`src/rtl/loom_shed_handshake_unit_defines.svh`:
```
// ---------------------------------------------------------------------------
// loom shed handshake assertion macros
// concurrent checks on the block clock, held off while reset is high
// ---------------------------------------------------------------------------
`ifndef LOOM_SHED_HANDSHAKE_UNIT_DEFINES_SVH
`define LOOM_SHED_HANDSHAKE_UNIT_DEFINES_SVH

// plain property check
`define LSH_ASSERT(lbl, prop, msg) \
   lbl: assert property (@(posedge clock) disable iff (reset) (prop)) else $error(msg);

// check that holds whenever a condition is seen
`define LSH_ASSERT_ON(lbl, cond, prop, msg) \
   `LSH_ASSERT(lbl, (cond) |-> (prop), msg)

`endif

```
`src/rtl/lsh_pkg.sv`:
```
// ---------------------------------------------------------------------------
// lsh_pkg
// shared types and constants of the loom shed handshake block
// ---------------------------------------------------------------------------
`timescale 1ns / 1ps
`default_nettype none

package lsh_pkg;

   // pattern bytes the shot can carry at most
   localparam int PATTERN_BYTES = 4;
   localparam int MAX_SEND      = (PATTERN_BYTES < 4) ? PATTERN_BYTES : 4;
   localparam int SEND_CNT_W    = $clog2(MAX_SEND + 1);
   localparam int SEND_IDX_W    = (MAX_SEND > 1) ? $clog2(MAX_SEND) : 1;

   // job queue between front and back
   localparam int JOB_DEPTH = 4;
   localparam int JOB_PTR_W = (JOB_DEPTH > 1) ? $clog2(JOB_DEPTH) : 1;
   localparam int JOB_CNT_W = $clog2(JOB_DEPTH + 1);

   // byte count register
   localparam logic [2:0] BYTE_COUNT_MAX   = 3'd4;
   localparam logic [2:0] BYTE_COUNT_RESET = 3'd4;

   // request kinds
   localparam logic [1:0] FN_START = 2'd0;
   localparam logic [1:0] FN_BYTE  = 2'd1;
   localparam logic [1:0] FN_ABORT = 2'd2;

   // gear/lift pairs, gear in the upper bit
   localparam logic [1:0] PAIR_NONE = 2'b00;
   localparam logic [1:0] PAIR_LIFT = 2'b01;
   localparam logic [1:0] PAIR_GEAR = 2'b10;
   localparam logic [1:0] PAIR_BOTH = 2'b11;

   // result kinds
   localparam logic OUT_TX     = 1'b0;
   localparam logic OUT_STATUS = 1'b1;

   typedef enum logic [1:0] {
      ST_NEXT   = 2'd0,
      ST_PREV   = 2'd1,
      ST_REPEAT = 2'd2
   } status_type;

   typedef enum logic [4:0] {
      PH_IDLE  = 5'b00001,
      PH_ARMED = 5'b00010,
      PH_SEND  = 5'b00100,
      PH_CHECK = 5'b01000,
      PH_TURN  = 5'b10000
   } phase_type;

   typedef enum logic {
      JOB_SEND   = 1'b0,
      JOB_STATUS = 1'b1
   } job_kind_type;

   typedef struct packed {
      job_kind_type            kind;
      logic [31:0]             pattern;
      logic [SEND_CNT_W-1:0]   count;
      status_type              status;
   } job_type;

endpackage

`default_nettype wire

```
`src/rtl/lsh_channels.sv`:
```
// ---------------------------------------------------------------------------
// lsh channels
// request and response handshake channels of the loom shed block
// ---------------------------------------------------------------------------
`timescale 1ns / 1ps
`default_nettype none

// request channel: start, received byte or abort
interface lsh_req_if;
   logic        valid;
   logic        ready;
   logic [1:0]  func;
   logic [7:0]  rx_byte;
   logic [31:0] shafts;

   modport source (output valid, func, rx_byte, shafts, input ready);
   modport sink   (input valid, func, rx_byte, shafts, output ready);
endinterface

// response channel: transmit byte or shot status
interface lsh_rsp_if;
   logic       valid;
   logic       ready;
   logic       out_kind;
   logic [7:0] tx_byte;
   logic [1:0] status;
   logic       last;

   modport source (output valid, out_kind, tx_byte, status, last, input ready);
   modport sink   (input valid, out_kind, tx_byte, status, last, output ready);
endinterface

`default_nettype wire

```
`src/rtl/lsh_front.sv`:
```
// ---------------------------------------------------------------------------
// lsh_front
// takes requests, runs the shot phase machine and queues output jobs
// ---------------------------------------------------------------------------
`timescale 1ns / 1ps
`default_nettype none

module lsh_front (
   input  wire               clock,
   input  wire               reset,
   lsh_req_if.sink           req_ch,
   input  wire               csr_valid,
   input  wire [2:0]         csr_data,
   input  wire               job_full,
   output logic              job_push,
   output lsh_pkg::job_type  job_data
);
   import lsh_pkg::*;

   phase_type             phase_ff, phase_in;
   logic                  gear_ff, gear_in;
   logic                  lift_ff, lift_in;
   logic                  fwd_ff, fwd_in;
   logic                  repeat_ff, repeat_in;
   logic [31:0]           pattern_ff, pattern_in;
   logic [2:0]            byte_count_ff, byte_count_in;
   logic                  accept;
   logic [1:0]            pair;
   logic [SEND_CNT_W-1:0] send_count;

   assign req_ch.ready = !job_full;
   assign accept       = req_ch.valid && !job_full;
   assign pair         = req_ch.rx_byte[1:0];

   // byte count register, clamped on write
   always_comb begin
      byte_count_in = byte_count_ff;
      if (csr_valid) begin
         byte_count_in = (csr_data > BYTE_COUNT_MAX) ? BYTE_COUNT_MAX : csr_data;
      end
   end

   // bytes actually sent per shot
   always_comb begin
      if (32'(byte_count_ff) > MAX_SEND) begin
         send_count = SEND_CNT_W'(MAX_SEND);
      end else begin
         send_count = SEND_CNT_W'(byte_count_ff);
      end
   end

   // phase machine and job generation
   always_comb begin
      logic finish;
      finish         = 1'b0;
      phase_in       = phase_ff;
      gear_in        = gear_ff;
      lift_in        = lift_ff;
      fwd_in         = fwd_ff;
      repeat_in      = repeat_ff;
      pattern_in     = pattern_ff;
      job_push       = 1'b0;
      job_data.kind    = JOB_SEND;
      job_data.pattern = pattern_ff;
      job_data.count   = send_count;
      job_data.status  = ST_NEXT;
      if (accept) begin
         case (req_ch.func)
            FN_START: begin
               pattern_in = req_ch.shafts;
               phase_in   = PH_ARMED;
               gear_in    = 1'b0;
               lift_in    = 1'b0;
               repeat_in  = 1'b0;
            end
            FN_ABORT: begin
               if (phase_ff != PH_IDLE) begin
                  phase_in        = PH_IDLE;
                  job_push        = 1'b1;
                  job_data.kind   = JOB_STATUS;
                  job_data.status = ST_REPEAT;
               end
            end
            FN_BYTE: begin
               if (phase_ff != PH_IDLE && pair != {gear_ff, lift_ff}) begin
                  gear_in = pair[1];
                  lift_in = pair[0];
                  case (phase_ff)
                     PH_ARMED: begin
                        if (pair == PAIR_LIFT) begin
                           phase_in = PH_SEND;
                           job_push = (send_count != '0);
                        end else if (pair == PAIR_GEAR) begin
                           phase_in = PH_TURN;
                        end
                     end
                     PH_SEND: begin
                        if (pair == PAIR_GEAR) begin
                           phase_in = PH_CHECK;
                        end else if (pair == PAIR_NONE) begin
                           finish = 1'b1;
                        end
                     end
                     PH_CHECK: begin
                        if (pair == PAIR_BOTH) begin
                           repeat_in = 1'b1;
                           finish    = 1'b1;
                        end else if (pair == PAIR_NONE) begin
                           finish = 1'b1;
                        end
                     end
                     PH_TURN: begin
                        if (pair == PAIR_NONE) begin
                           fwd_in = !fwd_ff;
                           finish = 1'b1;
                        end else if (pair == PAIR_BOTH) begin
                           repeat_in = 1'b1;
                           finish    = 1'b1;
                        end
                     end
                     default: begin
                        phase_in = PH_IDLE;
                     end
                  endcase
               end
            end
            default: begin
            end
         endcase
      end
      // shot end: next unless exactly one of repeat and backward
      if (finish) begin
         phase_in        = PH_IDLE;
         job_push        = 1'b1;
         job_data.kind   = JOB_STATUS;
         job_data.status = (repeat_in ^ !fwd_in) ? ST_PREV : ST_NEXT;
      end
   end

   // state registers
   always_ff @(posedge clock) begin
      if (reset) begin
         phase_ff      <= PH_IDLE;
         gear_ff       <= 1'b0;
         lift_ff       <= 1'b0;
         fwd_ff        <= 1'b1;
         repeat_ff     <= 1'b0;
         byte_count_ff <= BYTE_COUNT_RESET;
      end else begin
         phase_ff      <= phase_in;
         gear_ff       <= gear_in;
         lift_ff       <= lift_in;
         fwd_ff        <= fwd_in;
         repeat_ff     <= repeat_in;
         byte_count_ff <= byte_count_in;
      end
   end

   // shot pattern
   always_ff @(posedge clock) begin
      pattern_ff <= pattern_in;
   end

endmodule

`default_nettype wire

```
`src/rtl/lsh_job_fifo.sv`:
```
// ---------------------------------------------------------------------------
// lsh_job_fifo
// short queue of output jobs between the front and the back
// ---------------------------------------------------------------------------
`timescale 1ns / 1ps
`default_nettype none

module lsh_job_fifo (
   input  wire               clock,
   input  wire               reset,
   input  wire               push,
   input  lsh_pkg::job_type  push_data,
   output logic              full,
   input  wire               pop,
   output lsh_pkg::job_type  pop_data,
   output logic              empty
);
   import lsh_pkg::*;

   job_type                mem_ff [JOB_DEPTH];
   logic [JOB_PTR_W-1:0]   wr_ptr_ff, wr_ptr_in;
   logic [JOB_PTR_W-1:0]   rd_ptr_ff, rd_ptr_in;
   logic [JOB_CNT_W-1:0]   count_ff, count_in;

   assign full     = (count_ff == JOB_CNT_W'(JOB_DEPTH));
   assign empty    = (count_ff == '0);
   assign pop_data = mem_ff[rd_ptr_ff];

   // pointer and fill level update
   always_comb begin
      wr_ptr_in = wr_ptr_ff;
      rd_ptr_in = rd_ptr_ff;
      count_in  = count_ff;
      if (push) begin
         wr_ptr_in = (wr_ptr_ff == JOB_PTR_W'(JOB_DEPTH - 1)) ? '0 : wr_ptr_ff + 1'b1;
      end
      if (pop) begin
         rd_ptr_in = (rd_ptr_ff == JOB_PTR_W'(JOB_DEPTH - 1)) ? '0 : rd_ptr_ff + 1'b1;
      end
      case ({push, pop})
         2'b10:   count_in = count_ff + 1'b1;
         2'b01:   count_in = count_ff - 1'b1;
         default: count_in = count_ff;
      endcase
   end

   always_ff @(posedge clock) begin
      if (reset) begin
         wr_ptr_ff <= '0;
         rd_ptr_ff <= '0;
         count_ff  <= '0;
      end else begin
         wr_ptr_ff <= wr_ptr_in;
         rd_ptr_ff <= rd_ptr_in;
         count_ff  <= count_in;
      end
   end

   // job storage
   always_ff @(posedge clock) begin
      if (push) begin
         mem_ff[wr_ptr_ff] <= push_data;
      end
   end

endmodule

`default_nettype wire

```
`src/rtl/lsh_back.sv`:
```
// ---------------------------------------------------------------------------
// lsh_back
// turns queued jobs into response items through an output register
// ---------------------------------------------------------------------------
`timescale 1ns / 1ps
`default_nettype none

`include "loom_shed_handshake_unit_defines.svh"

module lsh_back (
   input  wire               clock,
   input  wire               reset,
   input  lsh_pkg::job_type  job_data,
   input  wire               job_empty,
   output logic              job_pop,
   lsh_rsp_if.source         rsp_ch
);
   import lsh_pkg::*;

   logic                  rsp_valid_ff, rsp_valid_in;
   logic                  kind_ff, kind_in;
   logic [7:0]            tx_ff, tx_in;
   logic [1:0]            status_ff, status_in;
   logic                  last_ff, last_in;
   logic [SEND_IDX_W-1:0] idx_ff, idx_in;
   logic                  load;
   logic                  send_last;

   assign rsp_ch.valid    = rsp_valid_ff;
   assign rsp_ch.out_kind = kind_ff;
   assign rsp_ch.tx_byte  = tx_ff;
   assign rsp_ch.status   = status_ff;
   assign rsp_ch.last     = last_ff;

   // output register free or draining this cycle
   assign load      = !job_empty && (!rsp_valid_ff || rsp_ch.ready);
   assign send_last = (SEND_CNT_W'(idx_ff) + SEND_CNT_W'(1)) == job_data.count;

   // next response item from the queue head
   always_comb begin
      rsp_valid_in = rsp_valid_ff;
      kind_in      = kind_ff;
      tx_in        = tx_ff;
      status_in    = status_ff;
      last_in      = last_ff;
      idx_in       = idx_ff;
      job_pop      = 1'b0;
      if (rsp_ch.ready) begin
         rsp_valid_in = 1'b0;
      end
      if (load) begin
         rsp_valid_in = 1'b1;
         if (job_data.kind == JOB_SEND) begin
            kind_in   = OUT_TX;
            tx_in     = job_data.pattern[idx_ff * 8 +: 8];
            status_in = ST_NEXT;
            last_in   = send_last;
            if (send_last) begin
               job_pop = 1'b1;
               idx_in  = '0;
            end else begin
               idx_in = idx_ff + 1'b1;
            end
         end else begin
            kind_in   = OUT_STATUS;
            tx_in     = 8'h00;
            status_in = job_data.status;
            last_in   = 1'b1;
            job_pop   = 1'b1;
         end
      end
   end

   always_ff @(posedge clock) begin
      if (reset) begin
         rsp_valid_ff <= 1'b0;
         idx_ff       <= '0;
      end else begin
         rsp_valid_ff <= rsp_valid_in;
         idx_ff       <= idx_in;
      end
   end

   // response payload
   always_ff @(posedge clock) begin
      kind_ff   <= kind_in;
      tx_ff     <= tx_in;
      status_ff <= status_in;
      last_ff   <= last_in;
   end

   // checks
   `LSH_ASSERT_ON(a_status_is_last, rsp_valid_ff && kind_ff == OUT_STATUS, last_ff, "status not last")
   `LSH_ASSERT_ON(a_status_no_byte, rsp_valid_ff && kind_ff == OUT_STATUS, tx_ff == 8'h00, "status carries byte")
   `LSH_ASSERT_ON(a_tx_no_status, rsp_valid_ff && kind_ff == OUT_TX, status_ff == ST_NEXT, "byte carries status")
   `LSH_ASSERT(a_mid_send_held, idx_ff != '0 |-> !job_empty, "send job left queue early")

endmodule

`default_nettype wire

```
`src/rtl/loom_shed_handshake_unit.sv`:
```
// ---------------------------------------------------------------------------
// loom_shed_handshake_unit
// loom side handshake for one weft shot
// ---------------------------------------------------------------------------
// usage
//   req_ch carries requests: start shot with the shaft pattern, received loom
//   byte (gear in bit 1, lift in bit 0) or abort. rsp_ch returns transmit bytes
//   of the pattern, least significant first, and shot status items, each
//   run of results closed by last.
//   csr_data sets the number of pattern bytes per shot (clamped to 4), taken
//   on any cycle csr_valid is high; csr_ready is always high.
// timing
//   one request per cycle while the job queue is not full. results pass the job
//   queue and output register, then one per cycle while rsp_ch.ready is high.
//   a four entry job queue sits between the phase machine and the output
//   register; req_ch.ready drops only while that queue is full.
// reset
//   synchronous, active high: idle, levels low, direction forward, byte
//   count 4, queue and output register empty.
// stalls
//   while rsp_ch.ready is low the result holds; requests keep being taken
//   until the job queue fills.
// ---------------------------------------------------------------------------
`timescale 1ns / 1ps
`default_nettype none

module loom_shed_handshake_unit (
   input  wire        clock,
   input  wire        reset,
   lsh_req_if.sink    req_ch,
   lsh_rsp_if.source  rsp_ch,
   input  wire        csr_valid,
   output logic       csr_ready,
   input  wire [2:0]  csr_data
);
   import lsh_pkg::*;

   logic    push;
   logic    full;
   logic    pop;
   logic    empty;
   job_type push_job;
   job_type head_job;

   assign csr_ready = 1'b1;

   // phase machine
   lsh_front u_front (
      .clock     (clock),
      .reset     (reset),
      .req_ch    (req_ch),
      .csr_valid (csr_valid),
      .csr_data  (csr_data),
      .job_full  (full),
      .job_push  (push),
      .job_data  (push_job)
   );

   // job queue
   lsh_job_fifo u_fifo (
      .clock     (clock),
      .reset     (reset),
      .push      (push),
      .push_data (push_job),
      .full      (full),
      .pop       (pop),
      .pop_data  (head_job),
      .empty     (empty)
   );

   // result emission
   lsh_back u_back (
      .clock     (clock),
      .reset     (reset),
      .job_data  (head_job),
      .job_empty (empty),
      .job_pop   (pop),
      .rsp_ch    (rsp_ch)
   );

endmodule

`default_nettype wire

```
`src/flat_wrapper.sv`:
```
// flat-port wrapper written by rule: the top's interface ports become plain ports
module loom_shed_handshake_unit_flat import lsh_pkg::*;
  (clock, reset, csr_valid, csr_ready, csr_data, req_ch_valid, req_ch_func, req_ch_rx_byte, req_ch_shafts, req_ch_ready, rsp_ch_valid, rsp_ch_out_kind, rsp_ch_tx_byte, rsp_ch_status, rsp_ch_last, rsp_ch_ready);
  lsh_req_if req_ch_i ();
  lsh_rsp_if rsp_ch_i ();
  input  wire clock;
  input  wire reset;
  input  wire csr_valid;
  output logic csr_ready;
  input  wire [2:0] csr_data;
  input wire logic [$bits(req_ch_i.valid)-1:0] req_ch_valid;
  input wire logic [$bits(req_ch_i.func)-1:0] req_ch_func;
  input wire logic [$bits(req_ch_i.rx_byte)-1:0] req_ch_rx_byte;
  input wire logic [$bits(req_ch_i.shafts)-1:0] req_ch_shafts;
  output wire logic [$bits(req_ch_i.ready)-1:0] req_ch_ready;
  output wire logic [$bits(rsp_ch_i.valid)-1:0] rsp_ch_valid;
  output wire logic [$bits(rsp_ch_i.out_kind)-1:0] rsp_ch_out_kind;
  output wire logic [$bits(rsp_ch_i.tx_byte)-1:0] rsp_ch_tx_byte;
  output wire logic [$bits(rsp_ch_i.status)-1:0] rsp_ch_status;
  output wire logic [$bits(rsp_ch_i.last)-1:0] rsp_ch_last;
  input wire logic [$bits(rsp_ch_i.ready)-1:0] rsp_ch_ready;
  assign req_ch_i.valid = req_ch_valid;
  assign req_ch_i.func = req_ch_func;
  assign req_ch_i.rx_byte = req_ch_rx_byte;
  assign req_ch_i.shafts = req_ch_shafts;
  assign req_ch_ready = req_ch_i.ready;
  assign rsp_ch_valid = rsp_ch_i.valid;
  assign rsp_ch_out_kind = rsp_ch_i.out_kind;
  assign rsp_ch_tx_byte = rsp_ch_i.tx_byte;
  assign rsp_ch_status = rsp_ch_i.status;
  assign rsp_ch_last = rsp_ch_i.last;
  assign rsp_ch_i.ready = rsp_ch_ready;
  loom_shed_handshake_unit u_core (.clock(clock), .reset(reset), .req_ch(req_ch_i), .rsp_ch(rsp_ch_i), .csr_valid(csr_valid), .csr_ready(csr_ready), .csr_data(csr_data));
endmodule
```
`config.mk`:
```
export PLATFORM = sky130hd
export DESIGN_NAME = loom_shed_handshake_unit_flat
export DESIGN_NICKNAME = d
export VERILOG_FILES = /design/src/rtl/lsh_pkg.sv /design/src/rtl/lsh_channels.sv /design/src/rtl/lsh_front.sv /design/src/rtl/lsh_job_fifo.sv /design/src/rtl/lsh_back.sv /design/src/rtl/loom_shed_handshake_unit.sv /design/src/flat_wrapper.sv
export VERILOG_INCLUDE_DIRS = /design/src /design/src/rtl
export SDC_FILE = /design/constraint.sdc
export NUM_CORES = 1
export LEC_CHECK = 0
export BUFFER_PORTS_ARGS = -buffer_cell sky130_fd_sc_hd__buf_2
export CORE_UTILIZATION = 45
export CTS_BUF_LIST = sky130_fd_sc_hd__clkbuf_16
export CTS_CLUSTER_DIAMETER = 60
export DETAILED_ROUTE_END_ITERATION = 10
export PLACE_DENSITY = 0.66
export SETUP_SLACK_MARGIN = 0.1
export SLEW_MARGIN = 20
export SYNTH_ARGS = -nofsm -noshare
export SYNTH_HDL_FRONTEND = slang
export SYNTH_HIERARCHICAL = 1
export SYNTH_SLANG_ARGS = --single-unit
```
`constraint.sdc`:
```
create_clock -name clock -period 3.96 [get_ports clock]
set_input_delay 0 -clock clock [delete_from_list [all_inputs] [get_ports clock]]
set_output_delay 0 -clock clock [all_outputs]
set_load 0.01 [all_outputs]
```
* Yosys cells after proc, flatten, opt, wreduce, memory -nomap -nowiden *
Memory sizes are Yosys's and may differ from the RTL's. A register that Yosys moved wholly into a read port is not among the register bits.
Cells that the tools add are included.

storage, ports and cells
  bits in registers = 66
  latch bits = 0
  memory bits (writable) = 152
  ROM bits = 0
  bits of input ports = 50
  output and inout port bits = 15
  logic and storage cells = 135
  memories kept = 1

memories
  memory                words  bits a word  read ports  clocked after memory_dff  write ports  RTL line            text
  u_core.u_fifo.mem_ff  4      38           1           1                         1            lsh_job_fifo.sv:20  job_type mem_ff [JOB_DEPTH];

cells by class
  add/subtract/negate cells = 6
  $mul = 0
  divide/modulo/power cells = 0
  $lt $le $gt $ge = 2
  equality and inequality tests = 22
  shifts and indexed selects = 1
  mux-type cells = 62
  bitwise operators = 2
  reduce and logical (&&, ||, !) cells = 23

operators by type and width
  cell                                                                     number
  1-bit 2-to-1 mux                                                         37
  32-bit by 6-bit indexed part select with 8-bit output                    1
  5-bit one-hot mux with 3 select lines                                    2
  5-bit 2-to-1 mux                                                         5
  2-bit 2-to-1 mux                                                         9
  2-bit equality test, second input constant                               6
  1-bit one-hot mux with 2 select lines                                    5
  7-bit AND reduction                                                      1
  2-bit by 1-bit adder with 2-bit output, second input constant            3
  2-bit by 1-bit equality test with 1-bit output, second input constant    3
  3-bit > comparator, second input constant                                2
  3-bit 2-to-1 mux                                                         2
  2-bit inequality test, second input constant                             3
  3-bit one-hot mux with 2 select lines                                    1
  2-bit nonzero test                                                       3
  3-bit nonzero test                                                       2
  5-bit by 2-bit equality test with 1-bit output, second input constant    1
  5-bit by 3-bit equality test with 1-bit output, second input constant    1
  5-bit by 4-bit equality test with 1-bit output, second input constant    1
  5-bit equality test, second input constant                               1
  1-bit zero test                                                          5
  5-bit by 1-bit inequality test with 1-bit output, second input constant  1
  2-bit zero test                                                          2
  4-bit inequality test, second input constant                             1
  other kinds (16)                                                         20

* Depth between registers and ports, before layout *
Gate-level depths: netlist of the first run.

  depth in word-level cells = 11
  gate-level depth with buffers = 13
  depth with buffers taken out = 13

* Modules after synthesis *
The synthesis of the first run kept the hierarchy.

by module, submodules not included
  module                    times used  cells each  area each (sq um)  seq. area each (sq um)
  lsh_job_fifo              1           246         5945.7             4744.6
  lsh_front                 1           158         2047.0             1201.2
  lsh_back                  1           56          875.8              420.4
  loom_shed_handshake_unit  1           2           11.3               0.0

* Least setup slack after synthesis of the first run *
OpenSTA, ideal clock, no wires.

  kind = register to register
  start = register with a tool-made name
  end = register u_core.u_fifo.count_ff[2]
  library setup time = 0.070 ns
  arrival = 2.862 ns
  data required time = 3.890 ns
  slack = 1.028 ns
  stages on the path, launching flop included = 12
  path buffers = 1
  period minus slack after synthesis = 2.932 ns
  path through = dfxtp_1 > buf_4 > mux4_2 > xnor2_1 > nor3_2 > o21a_1 > ha_1 > inv_1 > fa_1 > xor2_1 > or3_1 > a21oi_1

RTL lines
  what                  RTL line            text
  end signal, assigned  lsh_job_fifo.sv:55  count_ff <= count_in;
  end, declared         lsh_job_fifo.sv:23  logic [JOB_CNT_W-1:0] count_ff, count_in;

==> results of run 1 <==
## cell families (layout without fill, tap and decap cells)
kind of cell | after synthesis | after routing
xor+xnor | 11 | 11
mux | 51 | 51
compound gates | 39 | 39
flops | 220 | 220
buf+inv | 35 | 171
simple gates | 88 | 88
other cells | 1 | 1
fa+ha+maj | 17 | 17
## cell type report
class,count,area (µm²),area share
Clock buffer,24,601,0.0564
Clock inverter,17,166,0.0156
Inverter,17,63.8,0.00599
Multi-Input combinational cell,207,2300,0.216
Sequential cell,220,6370,0.598
Tap cell,265,332,0.0311
Timing Repair Buffer,113,816,0.0766
## what timing repair did
item | CTS | global route
endpoints found under the setup margin | 0 | 0
hold endpoints to repair | 46 | 0
hold buffers | 44 | 0
## worst min path at each step
stage	cells after the start	to	slack, ns
global route	4	u_core/u_front/gear_ff	0.06
floorplan	1	u_core/u_back/rsp_ch.valid	0.07
global placement	1	u_core/u_front/pattern_ff[9]	0.18
detailed placement	1	u_core/u_front/pattern_ff[17]	0.18
finish	4	u_core/u_front/gear_ff	0.03
CTS	4	u_core/u_front/gear_ff	0.02
## Yosys cell counts (3+ instances only)
cell type,instances,area (µm²)
buf_2,5,25.0
nand3b_1,6,45.0
nor3_1,5,25.0
xnor2_1,5,43.8
nand2_1,8,30.0
nor2_1,17,63.8
clkbuf_1,3,11.3
and2_1,8,50.1
nor2b_1,8,50.1
nor2b_4,7,96.3
xor2_1,5,43.8
mux2i_1,5,50.1
edfxtp_1,196,5890
nand2b_1,5,31.3
inv_1,16,60.1
buf_6,4,45.0
nand3_1,3,15.0
dfxtp_1,24,480
a21oi_1,10,50.1
mux4_2,45,1010
nor3b_1,4,30.0
ha_1,16,200
o21ai_1,4,20.0
buf_4,3,22.5
o21a_1,5,37.5
o21ai_0,4,20.0
## metal layers
metal  vias up  global-route usage
met4         0              0.0526
met1      2326               0.217
met3        29              0.0320
met5         -                   0
met2       105               0.295
li1       2069                   -
## critical path, stage by stage, from the launching register on
cell and delay (ns):
dfxtp_2 0.48, mux4_2 0.55, xnor2_1 0.15, nor3_2 0.34, o21a_1 0.24, ha_1 0.21, inv_1 0.07, fa_1 0.43
xor2_1 0.15, or3_1 0.31, a21oi_1 0.14
## power groups by stage
stage / Sequential [mW] / Clock (mW) / Combinational (mW)
floorplan: 2.65 / 0 / 0.294
global placement: 2.65 / 0 / 0.380
detailed placement: 2.66 / 0 / 0.387
CTS: 2.61 / 2.19 / 0.423
global route: 2.61 / 2.29 / 0.456
finish: 2.61 / 2.15 / 0.419
## registers in the layout (all words and copies together) (netlist names), named ones only
name,count
u_core/u_back/rsp_ch.out_kind,1
u_core/u_front/phase_ff,5
u_core/u_back/rsp_ch.tx_byte,8
u_core/u_fifo/wr_ptr_ff,2
u_core/u_fifo/mem_ff,152
u_core/u_front/byte_count_ff,3
u_core/u_front/pattern_ff,32
u_core/u_front/repeat_ff,1
u_core/u_back/rsp_ch.status,2
u_core/u_fifo/rd_ptr_ff,2
u_core/u_back/idx_ff,2
u_core/u_back/rsp_ch.valid,1
u_core/u_front/lift_ff,1
u_core/u_front/fwd_ff,1
u_core/u_front/gear_ff,1
u_core/u_fifo/count_ff,3
u_core/u_back/rsp_ch.last,1
==> metrics, run 1 <==
core area=between 15000 and 20000 µm²; outcome=completed; Power Density=between 400 and 500 nW/µm²; Pwr Total=5.17 mW; Synth Area in XOR/XNOR=0.0117; GPL Wtd Cong=~0.86; pre-CTS setup slack=roughly 0.82 ns; Die X=142 µm; via count=around 4500; Primary FF master, synth=edfxtp_1; number of H-tree levels=1; Total GRT Usage=0.170; area grow syn2layout=19.9%; met3 routed WL=738 µm; drt total wl=roughly 16000 µm; Crit Path Max Fanout=8; sequential share of the synthesized area=0.717; sequential fraction of design power=0.504; clk_skew=between 0.015 and 0.02 ns; Avg Synthesized Cell Area=19.2 µm²; Placed Cells incl. Taps=a little under 800; CP Data Arrival Time=3.57 ns; DRC=0; EDFF count, synth=196; global route overflow=0; RSZ-0062 raised after global routing=false; Yosys reg bits=220; initial antenna violation count=0; uppermost routed layer=met4; Clock Path Buffers=3; Post-Synth Adder-Cell Area=0.0248; count of yosys warnings during synthesis=6; via/cell ratio=between 5 and 6; Post-DP Area=about 9400 µm²; Iter 0 DRT Violations=approximately 230; CTS tree=yes; Pre-Repair DR Iteration Count=6; die span in y=142 µm; largest net degree at the start of global routing=39; cells after synthesis=around 460; slew margin rel.=0.397; Reg-to-Reg End=u_core/u_fifo/count_ff[2]; Setup CP Type=flip-flop to flip-flop; Final Max Slew Viols=0; post-DR wirelength/cell=19.0 µm; clock-pin slew on the worst setup and hold paths=~0.060 ns; final hold vios=0; Async SR Flop Fraction=0; layout net count=650; CTS Sinks=between 200 and 250; diode count=0; met2 wire length=about 8300 µm; first-pass GRT wire length=25800 µm; vias in the first global route=around 4900; Hold Path Origin=req_ch_rx_byte[1]; syn nets=between 500 and 600; initial core utilization=0.458; Synth Area in Simple Gates=0.0657; dpl hpwl=roughly 9600 µm; I/O Pins=65; FF-to-FF path depth=10; crit end category=flip-flop; min cycle time layout=3.14 ns; most common cell after layout, fill and taps aside=edfxtp_1; Tcrit/Tclk final=0.794; Required @ worst endpoint=4.39 ns; Post-Syn Area=about 8900 µm²; multiplexer share of the synthesized area=0.123; commonest non-fill, non-tap cells in the layout=edfxtp_1 (196), buf_2 (57), mux4_2 (45), dlygate4sd3_1 (44), clkbuf_16 (24); combinational share of power=0.081; row cnt=approximately 50; Hold WC Path Type=input port to flip-flop; final worst slack=roughly 0.82 ns; post-route ant nets=0; Peak Freq=between 0.3 and 0.4 GHz; final cell count without fillers=roughly 860; die area=between 20000 and 25000 µm²; Leak=3.52 nW; largest family of logic cells by synthesized area=multiplexers; # setup viols final=0; register-to-register setup slack=about 0.82 ns; root cell of the clock tree=clkbuf_16; VDD IR max=about 0.00026 V; Worst-Margin Slew=about 0.90 ns; Clk pwr share=0.415; fraction of layout cells with a size suffix above 1=0.284; met1 WL=7010 µm; Clock Latency Late Sink=slightly above 0.5 ns; sw power=between 1 and 1.5 mW; Sw Share=0.211; Max Cap Viol=0; post-CTS setup buffers=0; nature of the critical path startpoint=flip-flop; Synth cell types=57; fillers=1525; CTS Buf Count=24; final hold slack=0.0276 ns; CP Capture Point=u_core/u_fifo/count_ff[2]; fin area=about 11000 µm²; Resized cells post-CTS=0; Final Util=0.549; Pint=approximately 4.1 mW; complex-gate fraction of the synthesized area=0.0335; final setup TNS=0 ns; input/output buffers=57
Note: power is estimated with default switching activity, not from simulation.
==> run 2, diff against run 1 <==
--- a/config.mk
+++ b/config.mk
@@ -11,7 +11,7 @@
 export CTS_BUF_LIST = sky130_fd_sc_hd__clkbuf_16
 export CTS_CLUSTER_DIAMETER = 60
 export DETAILED_ROUTE_END_ITERATION = 10
-export PLACE_DENSITY = 0.66
+export PLACE_DENSITY = 0.69
 export SETUP_SLACK_MARGIN = 0.1
 export SLEW_MARGIN = 20
 export SYNTH_ARGS = -nofsm -noshare
==> constraint.sdc (replaced) <==
create_clock -name clock -period 2.5 [get_ports clock]
set_input_delay 0 -clock clock [delete_from_list [all_inputs] [get_ports clock]]
set_output_delay 0 -clock clock [all_outputs]
set_load 0.01 [all_outputs]
==> metrics, run 2 (synthesized netlist as in run 1, its figures left out) <==
final setup TNS=-0.221 ns; Power Density=slightly above 700 nW/µm²; clk_skew=between 0.01 and 0.015 ns; final cell count without fillers=897; die area=between 20000 and 25000 µm²; Total GRT Usage=0.171; final hold slack=a little over 0.05 ns; via/cell ratio=between 5 and 6; outcome=complete, but fails checks; drt total wl=16700 µm; Final Max Slew Viols=0; fraction of layout cells with a size suffix above 1=0.331; CTS Sinks=220; VDD IR max=roughly 0.00052 V; Hold Path Origin=req_ch_rx_byte[1]; pre-CTS setup slack=-0.260 ns; Clock Path Buffers=3; Top reg by flops=u_core/u_fifo/mem_ff; row cnt=51; area grow syn2layout=23.8%; DRC=0; post-route ant nets=0; FF-to-FF path depth=10; crit end category=flip-flop; Hold Path Cell Cnt=4; min cycle time layout=approximately 2.7 ns; register-to-register setup slack=-0.20 ns; input/output buffers=57; CP max-delay cell=mux4_2; final worst slack=-0.197 ns; Pwr Total=7.98 mW; diode count=0; CP Data Arrival Time=~3.1 ns; vias in the first global route=4805; via count=4605; layout net count=roughly 700; failing checks=setup timing; Clock Latency Late Sink=about 0.5 ns; GPL Wtd Cong=between 0.8 and 0.9; dpl hpwl=~10000 µm; # setup viols final=2; Crit Path Max Fanout=4; Hold WC Path Type=input port to flip-flop; Max Cap Viol=0; critical-path cell list=mux4_2 > xor2_1 > nor3_2 > o21a_1 > ha_2 > inv_2 > fa_2 > xor2_1 > or3_1 > a21oi_1; post-DR wirelength/cell=between 15 and 20 µm; Pre-Repair DR Iteration Count=4; nature of the critical path startpoint=flip-flop; Die X=roughly 140 µm; CTS Buf Count=24; CP top delay family=simple AND/OR/NAND/NOR gates; Leak=3.72 nW; clock-pin slew on the worst setup and hold paths=approximately 0.060 ns; first-pass GRT wire length=~26000 µm; initial core utilization=0.458; initial antenna violation count=0; commonest non-fill, non-tap cells in the layout=edfxtp_1 (196), buf_2 (57), mux4_2 (45), dlygate4sd3_1 (44), buf_4 (35); RSZ-0062 raised after global routing=true; number of H-tree levels=1; Reg-to-Reg End=u_core/u_fifo/count_ff[2]; Tcrit/Tclk final=1.08; final hold vios=0; root cell of the clock tree=clkbuf_16; CP Buf/Inv Count=1; Required @ worst endpoint=a little under 3 ns; largest net degree at the start of global routing=33; critical path's most frequent cell=xor2_1; I/O Pins=65; most common cell after layout, fill and taps aside=edfxtp_1; Worst Hold Endpoint=u_core/u_front/gear_ff; core area=about 19000 µm²; CTS tree=yes; max incr delay on CP=approximately 0.50 ns; Peak Freq=between 0.3 and 0.4 GHz; global route overflow=0; Placed Cells incl. Taps=810; number of flip-flops under the largest register name=152; die span in y=between 100 and 150 µm; Iter 0 DRT Violations=251; Setup CP Type=flip-flop to flip-flop
## run 2: cell types whose count changed in the layout (fill, tap and decap cells not counted), sizes merged
| cell | previous run | this run |
|---|---|---|
| clkinvlp | 3 | 1 |
| bufinv | 3 | 0 |
| clkbuf | 24 | 25 |
| inv | 20 | 24 |
| buf | 69 | 103 |
## run 2: area by class of cell
cell class / count / area [µm²]
Clock buffer: 25 / 626
Clock inverter: 16 / 77.6
Fill cell: 1460 / 8400
Inverter: 17 / 63.8
Multi-Input combinational cell: 207 / 2330
Sequential cell: 220 / 6370
Tap cell: 265 / 332
Timing Repair Buffer: 147 / 1200
## run 2: power breakdown
part / total, mW / internal [mW] / switching (mW)
registers: 4.11 / 4.07 / 0.0430
clock network: 3.11 / 1.80 / 1.32
logic: 0.748 / 0.398 / 0.350
## run 2: worst max-delay path by stage
stage | start | end | slack, ns | depth (start not counted)
final | flip-flop | u_core/u_fifo/count_ff[2] | -0.20 | 10
after global routing | flip-flop | u_core/u_fifo/count_ff[2] | -0.30 | 10
after CTS | flip-flop | u_core/u_fifo/count_ff[2] | -0.20 | 10
after detailed placement | flip-flop | u_core/u_fifo/count_ff[2] | -0.26 | 10
after global placement | flip-flop | u_core/u_fifo/count_ff[2] | -0.17 | 10
after floorplan | flip-flop | u_core/u_fifo/count_ff[2] | -0.27 | 11
## run 2: worst reg2reg max path: stages (launching register included)
cell	delay (ns)
dfxtp_4	0.38
mux4_2	0.50
xor2_1	0.19
nor3_2	0.24
o21a_1	0.17
ha_2	0.19
inv_2	0.04
fa_2	0.33
xor2_1	0.15
or3_1	0.31
a21oi_1	0.12
## run 2: stage by stage
| step | cell area (µm²) | util |
|---|---|---|
| detailed placement | 9810 | 0.506 |
| CTS | 11000 | 0.566 |
| finish | 11000 | 0.567 |
| global route | 11000 | 0.567 |
| global placement | 9810 | 0.506 |
| floorplan | 8900 | - |
## run 2: routing by layer
metal / global-route usage / routed length [µm]
met1: 0.224 / 7180
met2: 0.296 / 8520
met3: 0.0279 / 706
met4: 0.0475 / 335
met5: 0 / 0
## run 2: what timing repair did
item / in CTS / in global routing
pin swaps: 2 / 2
endpoints found under the hold margin: 46 / 0
buffers inserted: 2 / 0
cloned: 0 / 0
endpoints found under the setup margin: 2 / 7
resized for setup: 2 / 5
hold buffers: 44 / 0
